`src/design/agm_pkg.sv`:
```
// Shared types and constants for the adjacency matrix graph store.
// Holds the request and result item structs, the operation codes and the FSM states.
// No dependencies.
package agm_pkg;

  // Width of a vertex number in an item
  localparam int VERTEX_W = 4;

  // Default vertex count of the graph
  localparam int VERTICES_DEFAULT = 16;

  // Operation selector codes
  typedef enum logic [1:0] {
    FUNC_ADD   = 2'd0,
    FUNC_QUERY = 2'd1,
    FUNC_LIST  = 2'd2,
    FUNC_NONE  = 2'd3
  } func_t;

  // Input item
  typedef struct packed {
    func_t               func;
    logic [VERTEX_W-1:0] vertex_a;
    logic [VERTEX_W-1:0] vertex_b;
  } request_t;

  // Result item
  typedef struct packed {
    logic                is_adjacent;
    logic [VERTEX_W-1:0] neighbor;
    logic                neighbor_valid;
    logic                last;
  } result_t;

  // Controller states
  typedef enum logic [1:0] {
    ST_IDLE,
    ST_EXEC,
    ST_SCAN
  } state_t;

  // Controller to datapath commands
  typedef struct packed {
    logic capture;
    logic set_edge;
    logic emit_single;
    logic scan_load;
    logic scan_step;
  } ctrl_cmd_t;

  // Datapath to controller status
  typedef struct packed {
    func_t op;
    logic  row_empty;
    logic  scan_hit;
    logic  scan_last;
  } dp_status_t;

endpackage

```
`src/design/agm_ctrl.sv`:
```
// Controller state machine of the adjacency matrix graph store.
// Sequences capture, execute and row scan; depends on agm_pkg.
module agm_ctrl
  import agm_pkg::*;
(
  input  logic       clk,
  input  logic       rst,
  input  logic       start,
  input  dp_status_t status,
  output ctrl_cmd_t  cmd,
  output logic       busy
);

  state_t state;
  state_t state_next;

  // Hold the current state
  always_ff @(posedge clk) begin
    if (rst) begin
      state <= ST_IDLE;
    end else begin
      state <= state_next;
    end
  end

  // Select the next state
  always_comb begin
    state_next = state;
    case (state)
      ST_IDLE: begin
        if (start) begin
          state_next = ST_EXEC;
        end
      end
      ST_EXEC: begin
        if (status.op == FUNC_LIST && !status.row_empty) begin
          state_next = ST_SCAN;
        end else begin
          state_next = ST_IDLE;
        end
      end
      ST_SCAN: begin
        if (status.scan_hit && status.scan_last) begin
          state_next = ST_IDLE;
        end
      end
      default: begin
        state_next = ST_IDLE;
      end
    endcase
  end

  // Drive the datapath commands
  always_comb begin
    cmd  = '0;
    busy = 1'b1;
    case (state)
      ST_IDLE: begin
        busy        = 1'b0;
        cmd.capture = start;
      end
      ST_EXEC: begin
        if (status.op == FUNC_LIST && !status.row_empty) begin
          cmd.scan_load = 1'b1;
        end else begin
          cmd.emit_single = 1'b1;
          cmd.set_edge    = (status.op == FUNC_ADD);
        end
      end
      ST_SCAN: begin
        cmd.scan_step = 1'b1;
      end
      default: begin
        busy = 1'b1;
      end
    endcase
  end

  // An accepted item always leaves the idle state
  a_accept_busy: assert property (@(posedge clk) disable iff (rst)
    (start && !busy) |=> busy)
    else $error("accepted item did not raise busy");

  // A scan is only entered from execute
  a_scan_entry: assert property (@(posedge clk) disable iff (rst)
    (state == ST_SCAN) |-> ($past(state) == ST_EXEC || $past(state) == ST_SCAN))
    else $error("scan entered without execute");

  // Only one kind of result command at a time
  a_cmd_excl: assert property (@(posedge clk) disable iff (rst)
    $onehot0({cmd.emit_single, cmd.scan_load, cmd.scan_step, cmd.capture}))
    else $error("conflicting controller commands");

endmodule

```
`src/design/agm_datapath.sv`:
```
// Datapath of the adjacency matrix graph store: bit matrix, row scanner, result register.
// Acts on commands from agm_ctrl; depends on agm_pkg.
module agm_datapath
  import agm_pkg::*;
#(
  parameter int VERTICES = VERTICES_DEFAULT
)(
  input  logic       clk,
  input  logic       rst,
  input  request_t   request,
  input  ctrl_cmd_t  cmd,
  output dp_status_t status,
  output logic       result_strobe,
  output result_t    result
);

  // Only vertices reachable by a vertex number are stored
  localparam int ROWS  = (VERTICES < (1 << VERTEX_W)) ? VERTICES : (1 << VERTEX_W);
  localparam int IDX_W = $clog2(ROWS);

  logic [ROWS-1:0]  adj [ROWS];
  request_t         req;
  logic [ROWS-1:0]  scan_row;
  logic [IDX_W-1:0] cnt;

  logic             a_ok;
  logic             b_ok;
  logic [IDX_W-1:0] a_idx;
  logic [IDX_W-1:0] b_idx;
  logic [ROWS-1:0]  sel_row;
  logic             query_bit;
  logic [ROWS-1:0]  scan_rest;

  // Decode the captured vertex numbers
  assign a_ok      = ({1'b0, req.vertex_a} < (VERTEX_W + 1)'(ROWS));
  assign b_ok      = ({1'b0, req.vertex_b} < (VERTEX_W + 1)'(ROWS));
  assign a_idx     = req.vertex_a[IDX_W-1:0];
  assign b_idx     = req.vertex_b[IDX_W-1:0];
  assign sel_row   = a_ok ? adj[a_idx] : '0;
  assign query_bit = a_ok && b_ok && sel_row[b_idx];

  // Drop the current bit to see what remains of the row
  assign scan_rest = scan_row & ~(ROWS'(1) << cnt);

  assign status.op        = req.func;
  assign status.row_empty = (sel_row == '0);
  assign status.scan_hit  = scan_row[cnt];
  assign status.scan_last = (scan_rest == '0);

  // Capture the accepted item
  always_ff @(posedge clk) begin
    if (cmd.capture) begin
      req <= request;
    end
  end

  // Clear the matrix at reset, set both symmetric bits on add edge
  always_ff @(posedge clk) begin
    if (rst) begin
      for (int r = 0; r < ROWS; r++) begin
        adj[r] <= '0;
      end
    end else if (cmd.set_edge && a_ok && b_ok) begin
      adj[a_idx][b_idx] <= 1'b1;
      adj[b_idx][a_idx] <= 1'b1;
    end
  end

  // Load and advance the row scanner
  always_ff @(posedge clk) begin
    if (cmd.scan_load) begin
      scan_row <= sel_row;
      cnt      <= '0;
    end else if (cmd.scan_step) begin
      scan_row <= scan_rest;
      cnt      <= cnt + IDX_W'(1);
    end
  end

  // Register the result item and its strobe
  always_ff @(posedge clk) begin
    if (rst) begin
      result_strobe <= 1'b0;
    end else begin
      result_strobe <= cmd.emit_single || (cmd.scan_step && scan_row[cnt]);
    end
  end

  always_ff @(posedge clk) begin
    if (cmd.emit_single) begin
      result.is_adjacent    <= (req.func == FUNC_QUERY) && query_bit;
      result.neighbor       <= '0;
      result.neighbor_valid <= 1'b0;
      result.last           <= 1'b1;
    end else if (cmd.scan_step && scan_row[cnt]) begin
      result.is_adjacent    <= 1'b0;
      result.neighbor       <= VERTEX_W'(cnt);
      result.neighbor_valid <= 1'b1;
      result.last           <= (scan_rest == '0);
    end
  end

  // A scan step always has a set bit left in the row
  a_scan_nonempty: assert property (@(posedge clk) disable iff (rst)
    cmd.scan_step |-> (scan_row != '0))
    else $error("scan stepped over an exhausted row");

  // A single result is delivered the next cycle and closes its item
  a_single_last: assert property (@(posedge clk) disable iff (rst)
    cmd.emit_single |=> (result_strobe && result.last))
    else $error("single result missing or not marked last");

  // A listed neighbor never carries a query answer
  a_list_no_adj: assert property (@(posedge clk) disable iff (rst)
    (result_strobe && result.neighbor_valid) |-> !result.is_adjacent)
    else $error("neighbor result carries a query answer");

endmodule

```
`src/design/adjacency_matrix_graph_store.sv`:
```
// Adjacency matrix graph store, top level. Add edge, query and unused selector: the
// result strobe is registered from the execute state and busy is high for one cycle;
// no new item is taken while busy. List neighbors: results strobe in ascending order
// during the row scan and the next item is taken once the scan ends; an empty row gives
// one closing result. The row scanner visits one column per cycle. Synchronous reset
// clears the whole matrix at once; the receiver cannot stall, results are never held.
module adjacency_matrix_graph_store
  import agm_pkg::*;
#(
  parameter int VERTICES = VERTICES_DEFAULT
)(
  input  logic     clk,
  input  logic     rst,
  input  logic     start,
  input  request_t request,
  output logic     busy,
  output logic     result_strobe,
  output result_t  result
);

  ctrl_cmd_t  cmd;
  dp_status_t status;

  // Sequence each item
  agm_ctrl u_ctrl (
    .clk    (clk),
    .rst    (rst),
    .start  (start),
    .status (status),
    .cmd    (cmd),
    .busy   (busy)
  );

  // Hold the matrix and build the results
  agm_datapath #(
    .VERTICES (VERTICES)
  ) u_datapath (
    .clk           (clk),
    .rst           (rst),
    .request       (request),
    .cmd           (cmd),
    .status        (status),
    .result_strobe (result_strobe),
    .result        (result)
  );

endmodule

```
`config.mk`:
```
export PLATFORM = sky130hd
export DESIGN_NAME = adjacency_matrix_graph_store
export DESIGN_NICKNAME = d
export VERILOG_FILES = /design/src/design/agm_pkg.sv /design/src/design/agm_ctrl.sv /design/src/design/agm_datapath.sv /design/src/design/adjacency_matrix_graph_store.sv
export SDC_FILE = /design/constraint.sdc
export NUM_CORES = 1
export LEC_CHECK = 0
export BUFFER_PORTS_ARGS = -buffer_cell sky130_fd_sc_hd__buf_2
export CORE_MARGIN = 4
export CORE_UTILIZATION = 25
export CTS_CLUSTER_SIZE = 12
export DETAILED_ROUTE_END_ITERATION = 7
export GPL_ROUTABILITY_DRIVEN = 0
export PLACE_DENSITY = 0.4
export SYNTH_ARGS = -nofsm -noshare
export SYNTH_HDL_FRONTEND = slang
export SYNTH_HIERARCHICAL = 1
export SYNTH_SLANG_ARGS = --single-unit
```
`constraint.sdc`:
```
create_clock -name clk -period 9.9 [get_ports clk]
set_clock_uncertainty 0.1 [all_clocks]
set_input_delay 1.98 -clock clk [delete_from_list [all_inputs] [get_ports clk]]
set_output_delay 1.98 -clock clk [all_outputs]
set_load 0.02 [all_outputs]
```
### After elaboration in Yosys (flattened, before gate mapping)

Memories as Yosys holds them, arrays and structs flattened. A register that Yosys moved wholly into a read port is not among the register bits.
Cells that the tools add are included.

* $add $sub $neg: 1
* $lt $le $gt $ge: 5
* equality and inequality tests: 6
* shift operators: 1
* multiplexer cells: 35
* bitwise logic cells: 2
* reductions and logical operators: 17

Operator list (count)
* $mux W16: 8
* $logic_not A16 Y1: 2
* $reduce_or A16 Y1: 2
* $and A16 B16 Y16: 1
* $not A16 Y16: 1
* $shl A1 B4 Y16 const A: 1
* $lt A4 B5 Y1 const B: 3
* $mux W7: 2
* $mux W1: 12
* $mux W4: 3
* $bmux W1 S4: 2
* $demux W1 S4: 2
* $ge A4 B1 Y1 const B: 2
* $mux W2: 4
* $logic_and A1 B1 Y1: 6
* $pmux W2 S3: 1
* $add A4 B1 Y4 const B: 1
* $eq A2 B1 Y1 const B: 2
* $eq A2 B2 Y1 const B: 2
* $logic_not A2 Y1: 2
* $reduce_bool A2 Y1: 2
* $mux W3: 1
* $ne A2 B1 Y1 const B: 1
* $ne A2 B2 Y1 const B: 1
* 3 further kinds: 3

* flip-flop bits (word level): 40
* bits in writable memories: 256
* input bits: 13
* output and inout port bits: 9
* logic and storage cells: 79
* memories kept: 1

Memory list
* u_datapath.adj: words 16, bits a word 16, rd ports 1, clocked after memory_dff 1, write ports 16, RTL line agm_datapath.sv:21 `logic [ROWS-1:0] adj [ROWS];`

### Longest topological paths before layout

* word-level depth: 10
* gate-level depth with buffers: 19
* mapped depth without buffers: 12

### Modules after synthesis

Netlist, hierarchy kept.

Modules (own cells, without submodules)
* agm_datapath: times used 1, cells an instance 1433, area each 13494.2 um2, sequential area each 6236.0 um2
* agm_ctrl: times used 1, cells an instance 16, area each 131.4 um2, sequential area each 40.0 um2

### Worst setup path before layout

OpenSTA, ideal clock, no wires.

* kind: input-to-reg
* from: in start
* to: reg with a tool-made name
* library setup time: 0.121 ns
* data arrival time: 3.528 ns
* required time: 9.679 ns
* path slack: 6.151 ns
* stages on the path: 2
* path buffers: 0
* cell sequence: nor3b_1 -> mux2_2

RTL lines
* from (decl): RTL line adjacency_matrix_graph_store.sv:14 `input logic start,`

==> results.toml <==
[critical_path]
worstReg2RegEnd = "u_datapath/scan_row[9]"
worst_path_dominant_cell_family = "simple AND/OR/NAND/NOR gates"
path_max_fanout = 47
worstSetupStartpointType = "register"
crit_path_cell_trace = "buf_4 > nor2_1 > a22oi_1 > nand3_1 > nand2_1 > o21ai_0 > nand4_1 > nor4_2 > or3b_1 > nor2_1 > buf_4 > inv_1 > nand3_1 > o21ai_0"
worst_path_largest_cell_delay_ns = 0.92
worst_setup_path_end_kind = "register"
critPathKind = "register to register"
ff2ff_path_depth = 14
worst-r2r-setup-slack_ns = 4.93
critPathBufInv = 3
critical_path.slowest_cell = "sky130_fd_sc_hd__dfxtp_4"
required_ns = 10.06
timing.critical_path.arrival_ns = 5.13

[cells_and_area]
layout.core_utilization_pct = 28.5
layout.cell_area.non_filler_um2 = 15400
layout.cells.most_common = "sky130_fd_sc_hd__dfxtp_1"
layout-drive-gt1-share_pct = 10.5
layout.nets = 1435
insertedDiodeCount = 0
area.growth.synth_to_final_pct = 12.8
layout.cells.most_common_list = "269 x sky130_fd_sc_hd__dfxtp_1, 268 x sky130_fd_sc_hd__inv_1, 262 x sky130_fd_sc_hd__o21ai_0, 120 x sky130_fd_sc_hd__o22a_1, 67 x sky130_fd_sc_hd__nand2_1"
fillCellCount = 5615

[timing]
timing_worst_slew_pin_value_ns = 1.23
setup_viol_count_final = 0
max_slew_margin_pct = 17.6
finalCriticalPeriod_ns = 4.97
fin_tns_setup_ns = 0
grt_setup_unrepaired = "no"
finalWorstSetupSlack_ns = 4.93
number_of_endpoints_with_negative_hold_slack_in_the_final_report = 0
maxSlewViolCount = 0
finalCritPeriodShare_pct = 50.2
timing.fmax_mhz = 201

[min_path]
hp-class = "register to register"
timing.hold.worst_endpoint = "u_datapath/result[1]"
min_path_cells = 2
hold_start = "u_datapath/result[1]"

[routing]
routedWlPerCell_um = 21.6
antenna_violating_nets_post_route = 0
drt_pre_antenna_iters = 6
drt-initial-drc-count = 895
detailroute.via_count = 10341
drt_wl_total_mm = 46.1
detailed_route_vias_per_instance = 4.83
route.detailed.drc = 0

[pwr]
pwr_density_cell_nw_per_um2 = 190
power_leakage_nw = 5.15
totalPowerFinal_mw = 2.92
peakVddDrop_mv = 0.0896

[clock_network]
cts_tree = "yes"
clock_transition_time_at_the_flip_flop_clock_pins_of_the_worst_setup_and_hold_paths_ns = 0.06
cts_max_path_buffers = 3
cts_max_level = 2
worst_skew_pair.late_latency_ns = 0.55
ctsHoldBuffers = 0
tritoncts.num_buffers = 37
clock-sinks = 300
post-cts-setup-buffers = 0
ctsRootBufferMaster = "sky130_fd_sc_hd__clkbuf_16"
cts_resized = 0

[grt]
global_route_wire_length_before_repair_mm = 69.3
globalRouteTotalUtil_pct = 15.8
grt_antenna_before_repair = 0
first_global_vias = 10233
grt_max_degree = 110
gr-total-overflow = 0

[logic_synthesis]
most_common_flop_cell_mapped_by_yosys = "sky130_fd_sc_hd__dfxtp_1"
yosysWarningCount = 6
synth-edff-count = 27
yosysTopAreaCellShare_pct = 40.1
postSynthAreaPerCell_um2 = 9.40
post-synth-top-area-cell = "sky130_fd_sc_hd__dfxtp_1"
synth-seq-area-share_pct = 46.1
ys_ff_latch = 300
synthesis.instances = 1449
cell_area_after_synthesis_um2 = 13600
synth_fp_nets = 1468
async_flop_share_pct = 0
synth.area.top_cells = "sky130_fd_sc_hd__dfxtp_1 40%, sky130_fd_sc_hd__o21ai_0 9.6%, sky130_fd_sc_hd__o22a_1 7.7%, sky130_fd_sc_hd__inv_1 7.4%, sky130_fd_sc_hd__mux4_2 6.9%"
yosys.cell_types.count = 61

[placed_design]
dpl_worst_slack_ns = 4.94
placedInstanceArea_um2 = 14200
buffer_ports.inserted = 21
hpwlAfterDp_mm = 29.6

[status]
run_status = "finished, final reports clean"

[floorplanning]
dieArea_um2 = 58300
fp-row-count = 85
die_h_um = 241
fp.coreArea_um2 = 53900
floorplan.initialDensity_pct = 25.3
fp.dieW_um = 241
floorplan.io_pins = 22

[job]
drv_cap = 0
-- cell type report --
| type | count | area (um^2) | area share [%] |
|---|---|---|---|
| repair buffers | 29 | 171 | 1.12 |
| multi-input cells | 779 | 5830 | 37.9 |
| flip-flops and latches | 300 | 6280 | 40.9 |
| clock buffers | 58 | 1130 | 7.33 |
| clock inverters | 8 | 78.8 | 0.513 |
| well taps | 696 | 871 | 5.66 |
| inverters | 269 | 1010 | 6.57 |
-- flip-flops by register name, summed over array words and instances (netlist names), named ones only --
register,cells
u_datapath/b_idx,4
u_datapath/a_idx,4
u_ctrl/state,2
u_datapath/result,7
u_datapath/result_strobe,1
u_datapath/adj,256
u_datapath/cnt,4
u_datapath/scan_row,16
u_datapath/status,2
-- worst max-delay path by stage --
stage | start | endpoint | slack (ns) | depth (start not counted)
2_1_floorplan | start | register | 6.15 | 2
4_1_cts | register | u_datapath/scan_row[10] | 4.91 | 14
3_5_place_dp | register | u_datapath/scan_row[10] | 4.94 | 14
5_1_grt | register | u_datapath/scan_row[10] | 4.50 | 14
3_3_place_gp | register | u_datapath/scan_row[5] | 4.99 | 14
6_report | register | u_datapath/scan_row[9] | 4.93 | 14
-- through the flow --
| stage | hold slack [ns] | std cells |
|---|---|---|
| final | 0.344 | 2139 |
| after global routing | 0.375 | 2139 |
| after CTS | 0.349 | 2139 |
| after detailed placement | 0.340 | 2073 |
| after global placement | 0.342 | 2073 |
| after floorplan | 0.327 | 1449 |
-- worst register-to-register path: stages, from the launching register on --
cell                      delay, ns
sky130_fd_sc_hd__dfxtp_4       0.92
sky130_fd_sc_hd__buf_4         0.66
sky130_fd_sc_hd__nor2_1        0.33
sky130_fd_sc_hd__a22oi_1       0.46
sky130_fd_sc_hd__nand3_1       0.13
sky130_fd_sc_hd__nand2_1       0.08
sky130_fd_sc_hd__o21ai_0       0.23
sky130_fd_sc_hd__nand4_1       0.21
sky130_fd_sc_hd__nor4_2        0.07
sky130_fd_sc_hd__or3b_1        0.42
sky130_fd_sc_hd__nor2_1        0.36
sky130_fd_sc_hd__buf_4         0.29
sky130_fd_sc_hd__inv_1         0.23
sky130_fd_sc_hd__nand3_1       0.13
sky130_fd_sc_hd__o21ai_0       0.09
-- synthesized netlist by cell type, types with 7 or more instances --
master / number
sky130_fd_sc_hd__nor2b_1: 19
sky130_fd_sc_hd__dfxtp_1: 273
sky130_fd_sc_hd__nand2_1: 67
sky130_fd_sc_hd__nand4_1: 8
sky130_fd_sc_hd__nor2_1: 42
sky130_fd_sc_hd__a22oi_1: 11
sky130_fd_sc_hd__edfxtp_1: 27
sky130_fd_sc_hd__inv_1: 268
sky130_fd_sc_hd__mux2_2: 11
sky130_fd_sc_hd__o21ai_0: 262
sky130_fd_sc_hd__o22a_1: 120
sky130_fd_sc_hd__buf_2: 11
sky130_fd_sc_hd__mux4_1: 8
sky130_fd_sc_hd__clkbuf_1: 73
sky130_fd_sc_hd__buf_4: 7
sky130_fd_sc_hd__nand3_1: 23
sky130_fd_sc_hd__mux2i_1: 61
sky130_fd_sc_hd__o22ai_1: 21
sky130_fd_sc_hd__mux4_2: 42
-- where the power goes --
group | internal (mW) | leakage, nW | switching [mW]
clock network | 0.807 | 0.593 | 0.536
logic | 0.105 | 2.11 | 0.170
registers | 1.25 | 2.45 | 0.0536
total | 2.16 | 5.15 | 0.759
-- routing by layer --
layer  GRT usage, %  part of all wire [%]  vias to the layer above
met5              0                     0                        -
met4           3.58                   1.8                        0
met3           2.87                   5.9                       54
met2           24.3                    44                      268
met1           23.2                    48                     5040
li1               -                     -                     4979
-- cells by family after synthesis --
group,after synthesis,share of synthesized area [%]
mux,123,14.1
buf+inv,370,11.2
fa+ha+maj,6,0.551
xor+xnor,2,0.129
flops,300,46.1
compound gates,461,21.5
simple gates,187,6.55
Note: power is estimated with default switching activity, not from simulation.
